`src/rtl/rx_ring_buffer_overflow_policy_macros.svh`:
```
// ----------------------------------------------------------------------------
// Assertion macros for the receive ring buffer
// Clocked on i_clk, muted while i_rst_n is low.
// ----------------------------------------------------------------------------
`ifndef RX_RING_BUFFER_OVERFLOW_POLICY_MACROS_SVH
`define RX_RING_BUFFER_OVERFLOW_POLICY_MACROS_SVH

// Same-cycle implication
`define RXRB_ASSERT_IMP(lbl, ante, cons, msg) \
    lbl: assert property (@(posedge i_clk) disable iff (!i_rst_n) (ante) |-> (cons)) \
        else $error(msg);

// Next-cycle implication
`define RXRB_ASSERT_NXT(lbl, ante, cons, msg) \
    lbl: assert property (@(posedge i_clk) disable iff (!i_rst_n) (ante) |=> (cons)) \
        else $error(msg);

`endif

```
`src/rtl/rxrb_pkg.sv`:
```
// ----------------------------------------------------------------------------
// rxrb_pkg
// Sizes, marker ROM and controller/datapath interface types for the
// receive ring buffer.
// ----------------------------------------------------------------------------
`default_nettype none

package rxrb_pkg;

    localparam int DEPTH        = 64;
    localparam int MARKER_LEN   = 19;
    localparam int MK_ROM_LEN   = 31;
    localparam int MK_ROM_W     = 5;
    localparam int PTR_W        = $clog2(DEPTH);
    localparam int CNT_W        = $clog2(DEPTH + 1);
    localparam int MK_W         = $clog2(MARKER_LEN + 1);
    localparam int FREE_OUT_W   = 7;
    localparam int CALC_W       = (CNT_W > FREE_OUT_W) ? CNT_W : FREE_OUT_W;

    localparam logic ACT_RX   = 1'b0;
    localparam logic ACT_READ = 1'b1;

    // Overflow marker text, zero padded
    localparam logic [7:0] MARKER_ROM [0:MK_ROM_LEN-1] = '{
        8'h3C, 8'h44, 8'h41, 8'h50, 8'h4C, 8'h69, 8'h6E, 8'h6B, 8'h3A, 8'h4F,
        8'h76, 8'h65, 8'h72, 8'h66, 8'h6C, 8'h6F, 8'h77, 8'h3E, 8'h0A,
        8'h00, 8'h00, 8'h00, 8'h00, 8'h00, 8'h00, 8'h00, 8'h00, 8'h00, 8'h00,
        8'h00, 8'h00
    };

    // Commands from controller to datapath
    typedef struct packed {
        logic push_rx;      // store the received byte
        logic drop_old;     // discard the oldest entry
        logic rd_en;        // pop the oldest entry into the read register
        logic mk_write;     // store the next marker byte
        logic load;         // capture a result
        logic res_valid;    // result carries a popped byte
        logic res_dropped;
        logic res_marker;
    } t_cmd;

    // Status from datapath to controller
    typedef struct packed {
        logic empty;
        logic free_gt_ml;
        logic free_eq_ml;
        logic detect;
        logic mk_last;
    } t_stat;

endpackage

`default_nettype wire

```
`src/rtl/rxrb_dp.sv`:
```
// ----------------------------------------------------------------------------
// rxrb_dp
// Ring buffer storage, pointers, fill count, marker sequencer, policy
// register and the result register.
// ----------------------------------------------------------------------------
`default_nettype none
`include "rx_ring_buffer_overflow_policy_macros.svh"

module rxrb_dp (
    input  wire logic                            i_clk,
    input  wire logic                            i_rst_n,
    input  wire logic                            i_cfg_we,
    input  wire logic                            i_cfg_data,
    input  wire logic [7:0]                      i_rx_byte,
    input  wire rxrb_pkg::t_cmd                  i_cmd,
    output rxrb_pkg::t_stat                      o_stat,
    output logic                                 o_out_valid,
    output logic [7:0]                           o_out_byte,
    output logic [rxrb_pkg::FREE_OUT_W-1:0]      o_free_slots,
    output logic                                 o_byte_dropped,
    output logic                                 o_marker_inserted
);

    logic [7:0]                    fifo_mem [0:rxrb_pkg::DEPTH-1];
    logic [rxrb_pkg::PTR_W-1:0]    r_wr_ptr, n_wr_ptr;
    logic [rxrb_pkg::PTR_W-1:0]    r_rd_ptr, n_rd_ptr;
    logic [rxrb_pkg::CNT_W-1:0]    r_fill, n_fill;
    logic [rxrb_pkg::MK_W-1:0]     r_mk_idx, n_mk_idx;
    logic                          r_detect;
    logic [7:0]                    r_rd_data;
    logic                          push, pop;
    logic [7:0]                    wr_data;
    logic [rxrb_pkg::CALC_W-1:0]   free_now, free_next;

    // Policy register
    always_ff @(posedge i_clk) begin
        if (!i_rst_n) begin
            r_detect <= 1'b0;
        end else if (i_cfg_we) begin
            r_detect <= i_cfg_data;
        end
    end

    // Select write data and pointer moves
    assign push    = i_cmd.push_rx | i_cmd.mk_write;
    assign pop     = i_cmd.rd_en | i_cmd.drop_old;
    assign wr_data = i_cmd.push_rx ? i_rx_byte
                                   : rxrb_pkg::MARKER_ROM[rxrb_pkg::MK_ROM_W'(r_mk_idx)];

    always_comb begin
        n_wr_ptr = r_wr_ptr;
        n_rd_ptr = r_rd_ptr;
        n_mk_idx = r_mk_idx;
        if (push) begin
            n_wr_ptr = (r_wr_ptr == rxrb_pkg::PTR_W'(rxrb_pkg::DEPTH - 1))
                     ? '0 : r_wr_ptr + 1'b1;
        end
        if (pop) begin
            n_rd_ptr = (r_rd_ptr == rxrb_pkg::PTR_W'(rxrb_pkg::DEPTH - 1))
                     ? '0 : r_rd_ptr + 1'b1;
        end
        if (i_cmd.mk_write) begin
            n_mk_idx = o_stat.mk_last ? '0 : r_mk_idx + 1'b1;
        end
        n_fill = r_fill + rxrb_pkg::CNT_W'(push) - rxrb_pkg::CNT_W'(pop);
    end

    // Advance pointers, count and marker index
    always_ff @(posedge i_clk) begin
        if (!i_rst_n) begin
            r_wr_ptr <= '0;
            r_rd_ptr <= '0;
            r_fill   <= '0;
            r_mk_idx <= '0;
        end else begin
            r_wr_ptr <= n_wr_ptr;
            r_rd_ptr <= n_rd_ptr;
            r_fill   <= n_fill;
            r_mk_idx <= n_mk_idx;
        end
    end

    // Storage: one write port, one registered read port
    always_ff @(posedge i_clk) begin
        if (push) begin
            fifo_mem[r_wr_ptr] <= wr_data;
        end
        if (i_cmd.rd_en) begin
            r_rd_data <= fifo_mem[r_rd_ptr];
        end
    end

    // Status
    assign free_now  = rxrb_pkg::CALC_W'(rxrb_pkg::DEPTH) - rxrb_pkg::CALC_W'(r_fill);
    assign free_next = rxrb_pkg::CALC_W'(rxrb_pkg::DEPTH) - rxrb_pkg::CALC_W'(n_fill);

    assign o_stat.empty      = (r_fill == '0);
    assign o_stat.free_gt_ml = (free_now > rxrb_pkg::CALC_W'(rxrb_pkg::MARKER_LEN));
    assign o_stat.free_eq_ml = (free_now == rxrb_pkg::CALC_W'(rxrb_pkg::MARKER_LEN));
    assign o_stat.detect     = r_detect;
    assign o_stat.mk_last    = (r_mk_idx == rxrb_pkg::MK_W'(rxrb_pkg::MARKER_LEN - 1));

    // Result register: hold until the next load
    always_ff @(posedge i_clk) begin
        if (i_cmd.load) begin
            o_out_valid       <= i_cmd.res_valid;
            o_out_byte        <= i_cmd.res_valid ? r_rd_data : 8'h00;
            o_free_slots      <= free_next[rxrb_pkg::FREE_OUT_W-1:0];
            o_byte_dropped    <= i_cmd.res_dropped;
            o_marker_inserted <= i_cmd.res_marker;
        end
    end

    `RXRB_ASSERT_IMP(a_fill_bound, 1'b1, r_fill <= rxrb_pkg::CNT_W'(rxrb_pkg::DEPTH),
        "fill count beyond depth")
    `RXRB_ASSERT_IMP(a_no_pop_empty, i_cmd.rd_en, r_fill != '0, "pop from empty buffer")
    `RXRB_ASSERT_NXT(a_marker_fills, i_cmd.mk_write && o_stat.mk_last,
        r_fill == rxrb_pkg::CNT_W'(rxrb_pkg::DEPTH), "marker did not fill the buffer")

endmodule

`default_nettype wire

```
`src/rtl/rxrb_ctrl.sv`:
```
// ----------------------------------------------------------------------------
// rxrb_ctrl
// Sequencer for the receive ring buffer: takes one item, applies the
// overflow policy, runs the marker write and the memory read, and owns the
// result handshake.
// ----------------------------------------------------------------------------
`default_nettype none

module rxrb_ctrl (
    input  wire logic             i_clk,
    input  wire logic             i_rst_n,
    input  wire logic             i_item_valid,
    output logic                  o_item_stall,
    input  wire logic             i_action,
    output logic                  o_res_valid,
    input  wire logic             i_res_stall,
    input  wire rxrb_pkg::t_stat  i_stat,
    output rxrb_pkg::t_cmd        o_cmd
);

    localparam logic [1:0] S_IDLE = 2'd0;
    localparam logic [1:0] S_MARK = 2'd1;
    localparam logic [1:0] S_READ = 2'd2;

    logic [1:0] r_state, n_state;
    logic       r_res_valid, n_res_valid;
    logic       slot_free;
    logic       accept;

    // Result slot empties by the next edge
    assign slot_free    = !r_res_valid || !i_res_stall;
    assign accept       = (r_state == S_IDLE) && slot_free && i_item_valid;
    assign o_item_stall = !((r_state == S_IDLE) && slot_free);
    assign o_res_valid  = r_res_valid;

    // Decode policy and sequence
    always_comb begin
        n_state = r_state;
        o_cmd   = '0;
        unique case (r_state)
            S_IDLE: begin
                if (accept) begin
                    if (i_action == rxrb_pkg::ACT_READ) begin
                        if (i_stat.empty) begin
                            o_cmd.load = 1'b1;
                        end else begin
                            o_cmd.rd_en = 1'b1;
                            n_state     = S_READ;
                        end
                    end else if (i_stat.free_gt_ml) begin
                        o_cmd.push_rx = 1'b1;
                        o_cmd.load    = 1'b1;
                    end else if (i_stat.detect) begin
                        if (i_stat.free_eq_ml) begin
                            n_state = S_MARK;
                        end else begin
                            o_cmd.res_dropped = 1'b1;
                            o_cmd.load        = 1'b1;
                        end
                    end else begin
                        o_cmd.drop_old = !i_stat.empty;
                        o_cmd.push_rx  = 1'b1;
                        o_cmd.load     = 1'b1;
                    end
                end
            end
            S_MARK: begin
                o_cmd.mk_write = 1'b1;
                if (i_stat.mk_last) begin
                    o_cmd.load        = 1'b1;
                    o_cmd.res_dropped = 1'b1;
                    o_cmd.res_marker  = 1'b1;
                    n_state           = S_IDLE;
                end
            end
            S_READ: begin
                o_cmd.load      = 1'b1;
                o_cmd.res_valid = 1'b1;
                n_state         = S_IDLE;
            end
            default: begin
                n_state = S_IDLE;
            end
        endcase
    end

    // Result valid: set on load, drop on transfer
    always_comb begin
        n_res_valid = r_res_valid;
        if (r_res_valid && !i_res_stall) begin
            n_res_valid = 1'b0;
        end
        if (o_cmd.load) begin
            n_res_valid = 1'b1;
        end
    end

    always_ff @(posedge i_clk) begin
        if (!i_rst_n) begin
            r_state     <= S_IDLE;
            r_res_valid <= 1'b0;
        end else begin
            r_state     <= n_state;
            r_res_valid <= n_res_valid;
        end
    end

endmodule

`default_nettype wire

```
`src/rtl/rx_ring_buffer_overflow_policy.sv`:
```
// Timing: a stored, dropped or drop-oldest byte and an empty read give the
//   result in the cycle after transfer; a read with data passes the registered
//   memory read, then the result register; a marker insertion enters the marker
//   sequence, then writes one marker byte per cycle, MARKER_LEN bytes in all.
// Throughput: one item at a time; the next item is taken when the result slot frees.
// Reset: synchronous active-low clears pointers, count, policy and the result valid;
//   buffer contents and the result register are not cleared.
// ----------------------------------------------------------------------------
// rx_ring_buffer_overflow_policy
// Receive byte FIFO with overflow marker or drop-oldest policy.
// ----------------------------------------------------------------------------
`default_nettype none

module rx_ring_buffer_overflow_policy (
    input  wire logic                            i_clk,
    input  wire logic                            i_rst_n,
    input  wire logic                            i_cfg_valid,
    output logic                                 o_cfg_ready,
    input  wire logic                            i_cfg_data,
    input  wire logic                            i_item_valid,
    output logic                                 o_item_stall,
    input  wire logic                            i_action,
    input  wire logic [7:0]                      i_rx_byte,
    output logic                                 o_res_valid,
    input  wire logic                            i_res_stall,
    output logic                                 o_out_valid,
    output logic [7:0]                           o_out_byte,
    output logic [rxrb_pkg::FREE_OUT_W-1:0]      o_free_slots,
    output logic                                 o_byte_dropped,
    output logic                                 o_marker_inserted
);

    rxrb_pkg::t_cmd  cmd;
    rxrb_pkg::t_stat stat;

    // Policy register takes any write
    assign o_cfg_ready = 1'b1;

    rxrb_ctrl u_ctrl (
        .i_clk        (i_clk),
        .i_rst_n      (i_rst_n),
        .i_item_valid (i_item_valid),
        .o_item_stall (o_item_stall),
        .i_action     (i_action),
        .o_res_valid  (o_res_valid),
        .i_res_stall  (i_res_stall),
        .i_stat       (stat),
        .o_cmd        (cmd)
    );

    rxrb_dp u_dp (
        .i_clk             (i_clk),
        .i_rst_n           (i_rst_n),
        .i_cfg_we          (i_cfg_valid),
        .i_cfg_data        (i_cfg_data),
        .i_rx_byte         (i_rx_byte),
        .i_cmd             (cmd),
        .o_stat            (stat),
        .o_out_valid       (o_out_valid),
        .o_out_byte        (o_out_byte),
        .o_free_slots      (o_free_slots),
        .o_byte_dropped    (o_byte_dropped),
        .o_marker_inserted (o_marker_inserted)
    );

endmodule

`default_nettype wire
```
`config.mk`:
```
export PLATFORM = sky130hd
export DESIGN_NAME = rx_ring_buffer_overflow_policy
export DESIGN_NICKNAME = d
export VERILOG_FILES = /design/src/rtl/rxrb_pkg.sv /design/src/rtl/rxrb_dp.sv /design/src/rtl/rxrb_ctrl.sv /design/src/rtl/rx_ring_buffer_overflow_policy.sv
export VERILOG_INCLUDE_DIRS = /design/src /design/src/rtl
export SDC_FILE = /design/constraint.sdc
export NUM_CORES = 1
export LEC_CHECK = 0
export ABC_CLOCK_PERIOD_IN_PS = 4600
export BUFFER_PORTS_ARGS = -buffer_cell sky130_fd_sc_hd__buf_4
export CAP_MARGIN = 5
export CELL_PAD_IN_SITES_DETAIL_PLACEMENT = 1
export CELL_PAD_IN_SITES_GLOBAL_PLACEMENT = 1
export CORE_MARGIN = 10
export CORE_UTILIZATION = 46
export DETAILED_ROUTE_END_ITERATION = 10
export PLACE_DENSITY = 0.72
export SETUP_SLACK_MARGIN = 0.3
export SLEW_MARGIN = 0
export SYNTH_ARGS = -nofsm -noshare
export SYNTH_HDL_FRONTEND = slang
export SYNTH_SLANG_ARGS = --single-unit
```
`constraint.sdc`:
```
create_clock -name i_clk -period 4.6 [get_ports i_clk]
set_clock_uncertainty 0.15 [all_clocks]
set_input_delay 0.23 -clock i_clk [delete_from_list [all_inputs] [get_ports i_clk]]
set_output_delay 0.23 -clock i_clk [all_outputs]
set_load 0.02 [all_outputs]
```
# Word-level counts from Yosys, hierarchy flattened
# Memories as Yosys holds them, arrays and structs flattened. A register that Yosys moved wholly into a read port is not among the register bits.
# Index checks and enable logic that the tools add are counted.
# Widths: inputs -> output; s select.
[totals]
register_bits = 46
latch_bits = 0
ram_bits = 512
romBits = 256
input_bits = 15
out_inout_bits = 21
word_cells = 92
n_memories = 2
[op_classes]
add_sub_neg = 7
mul = 0
n_div = 0
n_lt_le_gt_ge = 2
eq_ne = 12
shifts = 0
muxes = 42
bitwise_logic = 3
n_reduce_logical = 12
[mem_list]
columns = ["memory", "depth", "word_bits", "read_ports", "rd_clocked_by_memory_dff", "write_ports", "line", "text"]
rows = [
  ["u_dp.fifo_mem", 64, 8, 1, 1, 1, "rxrb_dp.sv:24", "logic [7:0] fifo_mem [0:rxrb_pkg::DEPTH-1];"],
  ["(no name shown)", 32, 8, 1, 0, 0, "rxrb_dp.sv:48", ": rxrb_pkg::MARKER_ROM[rxrb_pkg::MK_ROM_W'(r_mk_idx)];"],
]
[ops]
columns = ["operator", "count"]
rows = [
  ["$mux 8", 3],
  ["$mux 1", 21],
  ["$mux 2", 10],
  ["$sub 7x7->7 const A", 2],
  ["$add 6x1->6 const B", 2],
  ["$eq 6x6->1 const B", 2],
  ["$mux 6", 2],
  ["$ne 3x3->1 const B", 3],
  ["$add 7x1->7", 1],
  ["$eq 7x5->1 const B", 1],
  ["$gt 7x5->1 const B", 1],
  ["$logic_not 7->1", 1],
  ["$sub 7x1->7", 1],
  ["$ge 6x6->1 const B", 1],
  ["$mux 3", 2],
  ["$not 5->6", 1],
  ["$reduce_and 6->1", 1],
  ["$add 5x1->5 const B", 1],
  ["$eq 5x5->1 const B", 1],
  ["$mux 5", 1],
  ["$logic_not 1->1", 4],
  ["$ne 2x1->1 const B", 2],
  ["$pmux 2 s2", 1],
  ["$logic_and 1x1->1", 3],
  ["9 further kinds", 10],
]

# Depth between registers and ports, before layout
[depth]
ltp_word = 11
mapped_depth = 18

# Cells and area by module
# From an unflattened synthesis, not the netlist that was laid out.
[hier_totals]
hier_cells = 1245
area_unflattened_um2 = 23167.2
[by_module_without_submodules]
columns = ["mod", "instances", "cells_per_inst", "area_per_inst_um2", "seq_area_each_um2"]
rows = [
  ["rxrb_dp", 1, 1213, 22915.7, 16656.0],
  ["rxrb_ctrl", 1, 30, 240.2, 60.1],
  ["rx_ring_buffer_overflow_policy", 1, 2, 11.3, 0.0],
]

# Worst setup path after synthesis
# No wires, ideal clock.
[synth_timing]
path_kind = "register -> register"
start = "register u_dp.r_fill[1] (netlist bit)"
end = "memory u_dp.fifo_mem[0][2], data pin"
setup_ps = 702
arrival_ps = 4151
required_ps = 3748
path_slack_ps = -403
path_stages_with_launch = 9
n_path_buf = 1
period_less_slack_ps = 5003
path_cell_list = "dfxtp_1 -> inv_1 -> ha_1 -> xor2_1 -> a21bo_2 -> o21ai_0 -> a21boi_1 -> buf_2 -> o21ai_0"
[synth_via]
elab_chain_len = 7
[synth_rtl]
columns = ["item", "line", "text"]
rows = [
  ["from (decl)", "rxrb_dp.sv:27", "logic [rxrb_pkg::CNT_W-1:0] r_fill, n_fill;"],
  ["from (signal assigned)", "rxrb_dp.sv:78", "r_fill <= n_fill;"],
  ["$sub 7x7->7", "rxrb_dp.sv:94", "assign free_now = rxrb_pkg::CALC_W'(rxrb_pkg::DEPTH) - rxrb_pkg::CALC_W'(r_fill);"],
  ["$gt 7x5->1", "rxrb_dp.sv:98", "assign o_stat.free_gt_ml = (free_now > rxrb_pkg::CALC_W'(rxrb_pkg::MARKER_LEN));"],
  ["$mux 1", "rxrb_ctrl.sv:50", "end else if (i_stat.free_gt_ml) begin"],
  ["$mux 2", "rxrb_ctrl.sv:43", "if (i_action == rxrb_pkg::ACT_READ) begin"],
  ["$mux 3", "rxrb_ctrl.sv:42", "if (accept) begin"],
  ["$mux 3", "rxrb_ctrl.sv:40", "unique case (r_state)"],
  ["$mux 8", "rxrb_dp.sv:47", "assign wr_data = i_cmd.push_rx ? i_rx_byte"],
  ["via u_dp.wr_data[2]", "rxrb_dp.sv:32", "logic [7:0] wr_data;"],
  ["to (decl)", "rxrb_dp.sv:24", ""],
]
# The timed path passes the listed nets, and every way through them passes these cells.

# Final worst setup path
[layout_timing]
start = "register u_dp.r_fill[1] (netlist bit)"
end = "register u_dp.o_free_slots[6] (netlist bit), data pin"
[layout_via]
elab_chain_len = 10
elab_cells_between_ends = 17
cone_classes = "4 x add/sub; 1 x order compare; 8 x mux; 2 x bitwise; 2 x reduce/logical"
[layout_rtl]
columns = ["item", "line", "text"]
rows = [
  ["$sub 7x7->7 or $logic_not 7->1 (tied branches)", "rxrb_dp.sv:94, rxrb_dp.sv:97", ""],
  ["$gt 7x5->1 or $logic_not 1->1 (tied branches)", "rxrb_dp.sv:98, rxrb_ctrl.sv:61", ""],
  ["$mux 1 or $mux 2 (tied branches)", "rxrb_ctrl.sv:50, rxrb_ctrl.sv:53", ""],
  ["$mux 2 or $mux 1 (tied branches)", "rxrb_ctrl.sv:43, rxrb_ctrl.sv:50", ""],
  ["$mux 3 or $mux 2 (tied branches)", "rxrb_ctrl.sv:42, rxrb_ctrl.sv:43", ""],
  ["$mux 3 (on tied branches)", "rxrb_ctrl.sv:40, rxrb_ctrl.sv:42", ""],
  ["$or 1x1->1 or $mux 3 (tied branches)", "rxrb_dp.sv:45, rxrb_ctrl.sv:40", ""],
  ["$add 7x1->7 or $or 1x1->1 (tied branches)", "rxrb_dp.sv:65, rxrb_dp.sv:46", ""],
  ["$sub 7x1->7 (*)", "rxrb_dp.sv:65", "n_fill = r_fill + rxrb_pkg::CNT_W'(push) - rxrb_pkg::CNT_W'(pop);"],
  ["$sub 7x7->7 (*)", "rxrb_dp.sv:95", "assign free_next = rxrb_pkg::CALC_W'(rxrb_pkg::DEPTH) - rxrb_pkg::CALC_W'(n_fill);"],
  ["via u_dp.free_next (one bit)", "rxrb_dp.sv:33", "logic [rxrb_pkg::CALC_W-1:0] free_now, free_next;"],
  ["to (signal assigned)", "rxrb_dp.sv:108", "o_free_slots <= free_next[rxrb_pkg::FREE_OUT_W-1:0];"],
  ["to (decl)", "rxrb_dp.sv:19", "output logic [rxrb_pkg::FREE_OUT_W-1:0] o_free_slots,"],
]
# Mark *: on every way through the listed nets, which the timed path passes. The rest lies on a longest branch.
# A chain may end at the register's enable or synchronous reset.

==> impl_metrics.ini <==
[outcome]
run_status = finished clean

[critical_path]
cp.arrival_ns = 4.19
cp.required_ns = 4.80
r2r_end = u_dp.o_free_slots[6]
path_delay_family = adder cells
cp_max_fo = 10
endpoint_kind = flip-flop
rrSetupSlack_ns = 0.61
reg2reg_from = u_dp.r_fill[1]
startpoint_type = flip-flop
rr_worst_depth = 18
path_class = flip-flop to flip-flop
slowest_delay_ns = 0.43
path_common_cell = inv_1
crit_buf_inv = 4
crit_slowest_cell = fa_1
worstPathCellList = inv_2 > ha_2 > nand3_1 > xnor2_2 > o31ai_4 > nand3_4 > inv_1 > ha_1 > inv_1 > ha_1 > inv_1 > fa_1 > o21bai_1 > a21oi_1 > o21bai_1 > a21oi_1 > xnor2_1 > xor2_1

[clock_network]
cts_root_buf = clkbuf_16
cts_buffers = 57
cts_tree = done
htree_num_levels = 2
clk_latency_ns = 0.62
clockBufferDepth = 3
clk_pin_slew_ns = 0.06
clock-sinks = 566

[min_path]
min_delay_path_depth = 3
min_delay_worst_endpoint = u_dp.r_rd_data[3]
min_from = i_action
hold_path_class = input pin to flip-flop

[yosys]
netlist_instances = 1232
synthDistinctLibCells = 65
synth-adder-area-share = 0.01672
synthXorXnorAreaFrac = 0.007978
syn_avg_cell_area_um2 = 18.59
synthArstFlopShare = 0
synth.top_cell.area_share = 0.7056
synth_nets = 1277
synth_top_family_by_area = multiplexers
synth_common_cells = edfxtp_1 (538), mux4_2 (130), nor2_1 (95)
synth_mux_area_frac = 0.1333
synth_edf_count = 538
synth_most_common_cell = edfxtp_1
synth_flop_cell = edfxtp_1
yosysTopAreaCell = edfxtp_1
synthSimpleGateAreaFrac = 0.05077
synth-compound-area-share = 0.04180
yosys_warnings = 0
synth-seq-cells = 566
synth_area_mm2 = 0.02290
seq_area_frac_synth = 0.7301
synth_area_leaders = edfxtp_1 (71%), mux4_2 (13%), dfxtp_1 (2.4%)

[final_layout]
utilization = 0.5289
drive_gt1_frac = 0.2358
synthToLayoutAreaGrowth_pct = 13.30
final_nets = 1338
n_antenna_cell = 0
seqCellArea_mm2 = 0.01672
multi_input_area_mm2 = 0.005826
n_fill_cell = 4451

[sta]
fin_ws_ns = 0.6103
setup_viol = 0
layout_min_cycle_time_ns = 3.990
fmax_mhz = 250.6
tightest_slew_ns = 0.9867
timing.final.crit_share = 0.8673
rsz0062_at_grt = false
slew_headroom = 0.3392
hold_slack_ns = 0.06948
hold_violations = 0
drv_slew = 0

[power]
swShare = 0.2671
vdd_drop_max_mv = 0.3521
pwr-share-comb = 0.200
p_leak_nw = 8.201
clkPwrFrac = 0.345
p_int_mw = 9.670
powerDensity_mw_per_mm2 = 508.6
pwr-share-seq = 0.456
p_switching_mw = 3.524

[route]
viasPerCell = 5.745
wirelength_um = 52400
first_pass_iters = 5
vias = 11513
drc = 0
ant_nets = 0
first_iter_violations = 886
wl_per_cell_um = 26.15

[floorplan]
fp.coreArea_mm2 = 0.04905
die-area_mm2 = 0.05910
start_util = 0.4668
fp.dieW_um = 243.1
row_count = 81
ioPinCount = 36
die_y_um = 243.1

[global_routing]
grt_pass1_vias = 12537
overflow = 0
antenna_found_initial = 0
grt_max_degree = 65
grt_first_pass_wirelength_um = 80060
grt_usage = 0.1778

[place]
place_congestion = 0.8311
dp_hpwl_um = 33020
place_ws_ns = 0.4603
port_buffers = 34

[job]
drv_cap = 0
==> placed cells by master (no fill, tap or decap), types with 7 or more instances in the layout <==
master       n
nor2_2       8
nor2b_1      7
xnor2_1      8
o21ai_1     13
dfxtp_1     26
edfxtp_1   538
nand2b_1     7
and2_1      11
nand2_1     42
inv_1       26
xor2_1       8
nand3_1     16
clkbuf_1    11
clkinv_2    14
ha_1        28
o21ai_0     14
clkbuf_16   58
a22oi_1     42
mux2i_1      8
nor3_1      13
a21oi_1     35
buf_4       54
nand4_1      7
clkinv_1    13
nor2_1      95
mux4_2     130
buf_12       8
==> routing by layer <==
metal  part of all wire  GRT usage
met1               0.42     0.2343
met2               0.50     0.2967
met3              0.053    0.03185
met4              0.026    0.05385
met5                  0          0
==> cells by family after synthesis <==
group	Yosys count
AO/OA/AOI/OAI	144
XOR/XNOR	20
adder cells (fa/ha/maj)	30
buffers and inverters	95
flip-flops	566
multiplexers	142
other	1
AND/OR/NAND/NOR	234
==> what timing repair did <==
item,in CTS,in global routing
setup buffers,0,1
hold endpoints to repair,11,0
hold buffers,6,0
endpoints found under the setup margin,0,2
resized for setup,0,8
==> per-stage QoR <==
| step | cell area [um^2] | power (mW) | setup TNS [ns] | instances |
|---|---|---|---|---|
| after floorplan | 22900 | 8.004 | -51.58 | 1232 |
| after global placement | 24000 | 8.639 | 0 | 1890 |
| after detailed placement | 24000 | 8.723 | 0 | 1890 |
| after CTS | 25880 | 13.28 | 0 | 2002 |
| after global routing | 25940 | 13.77 | 0 | 2004 |
| final | 25940 | 13.19 | 0 | 2004 |
==> power groups by stage <==
stage,sequential [mW],combinational [mW],clock [mW]
6_report,6.01,2.64,4.55
5_1_grt,6.03,2.89,4.86
4_1_cts,6.01,2.62,4.65
3_5_place_dp,6.12,2.60,0
3_3_place_gp,6.11,2.53,0
2_1_floorplan,6.12,1.88,0
==> layout make-up <==
cell class | count | share of cell area
multi-input cells | 571 | 0.2246
clock buffers | 69 | 0.05754
repair buffers | 69 | 0.02440
clock inverters | 37 | 0.01268
well taps | 664 | 0.03202
inverters | 28 | 0.004148
flip-flops and latches | 566 | 0.6446
==> sequential cells by signal, indices dropped and copies added (netlist names), 5 cells and up <==
register and flops:
u_dp.fifo_mem 512, u_dp.r_rd_ptr 6, u_dp.o_out_byte 8, u_dp.r_wr_ptr 6
u_dp.r_mk_idx 5, u_dp.o_free_slots 7, u_dp.r_rd_data 8, u_dp.r_fill 7
==> worst max path at each step <==
stage,start,end,slack [ns],depth (start not counted)
after global routing,u_dp.r_fill[3],u_dp.o_free_slots[6],0.34,18
after CTS,u_dp.r_fill[1],u_dp.o_free_slots[6],0.43,17
after floorplan,u_dp.r_fill[1],u_dp.fifo_mem[0][2],-0.40,8
final,u_dp.r_fill[1],u_dp.o_free_slots[6],0.61,18
after global placement,u_dp.r_fill[1],u_dp.o_free_slots[6],0.58,17
after detailed placement,u_dp.r_fill[1],u_dp.o_free_slots[6],0.46,17
==> worst reg2reg max path: cells and delay by family (launching register included) <==
family / cells / cell delay [ns]
AOI/OAI and AO/OA: 5 / 0.89
adders and majority gates: 4 / 1.05
and+or+nand+nor: 2 / 0.34
buffers and inverters: 4 / 0.33
xor gates and xnor gates: 3 / 0.59
DFF: 1 / 0.36
Power figures use the tool's default switching activity.
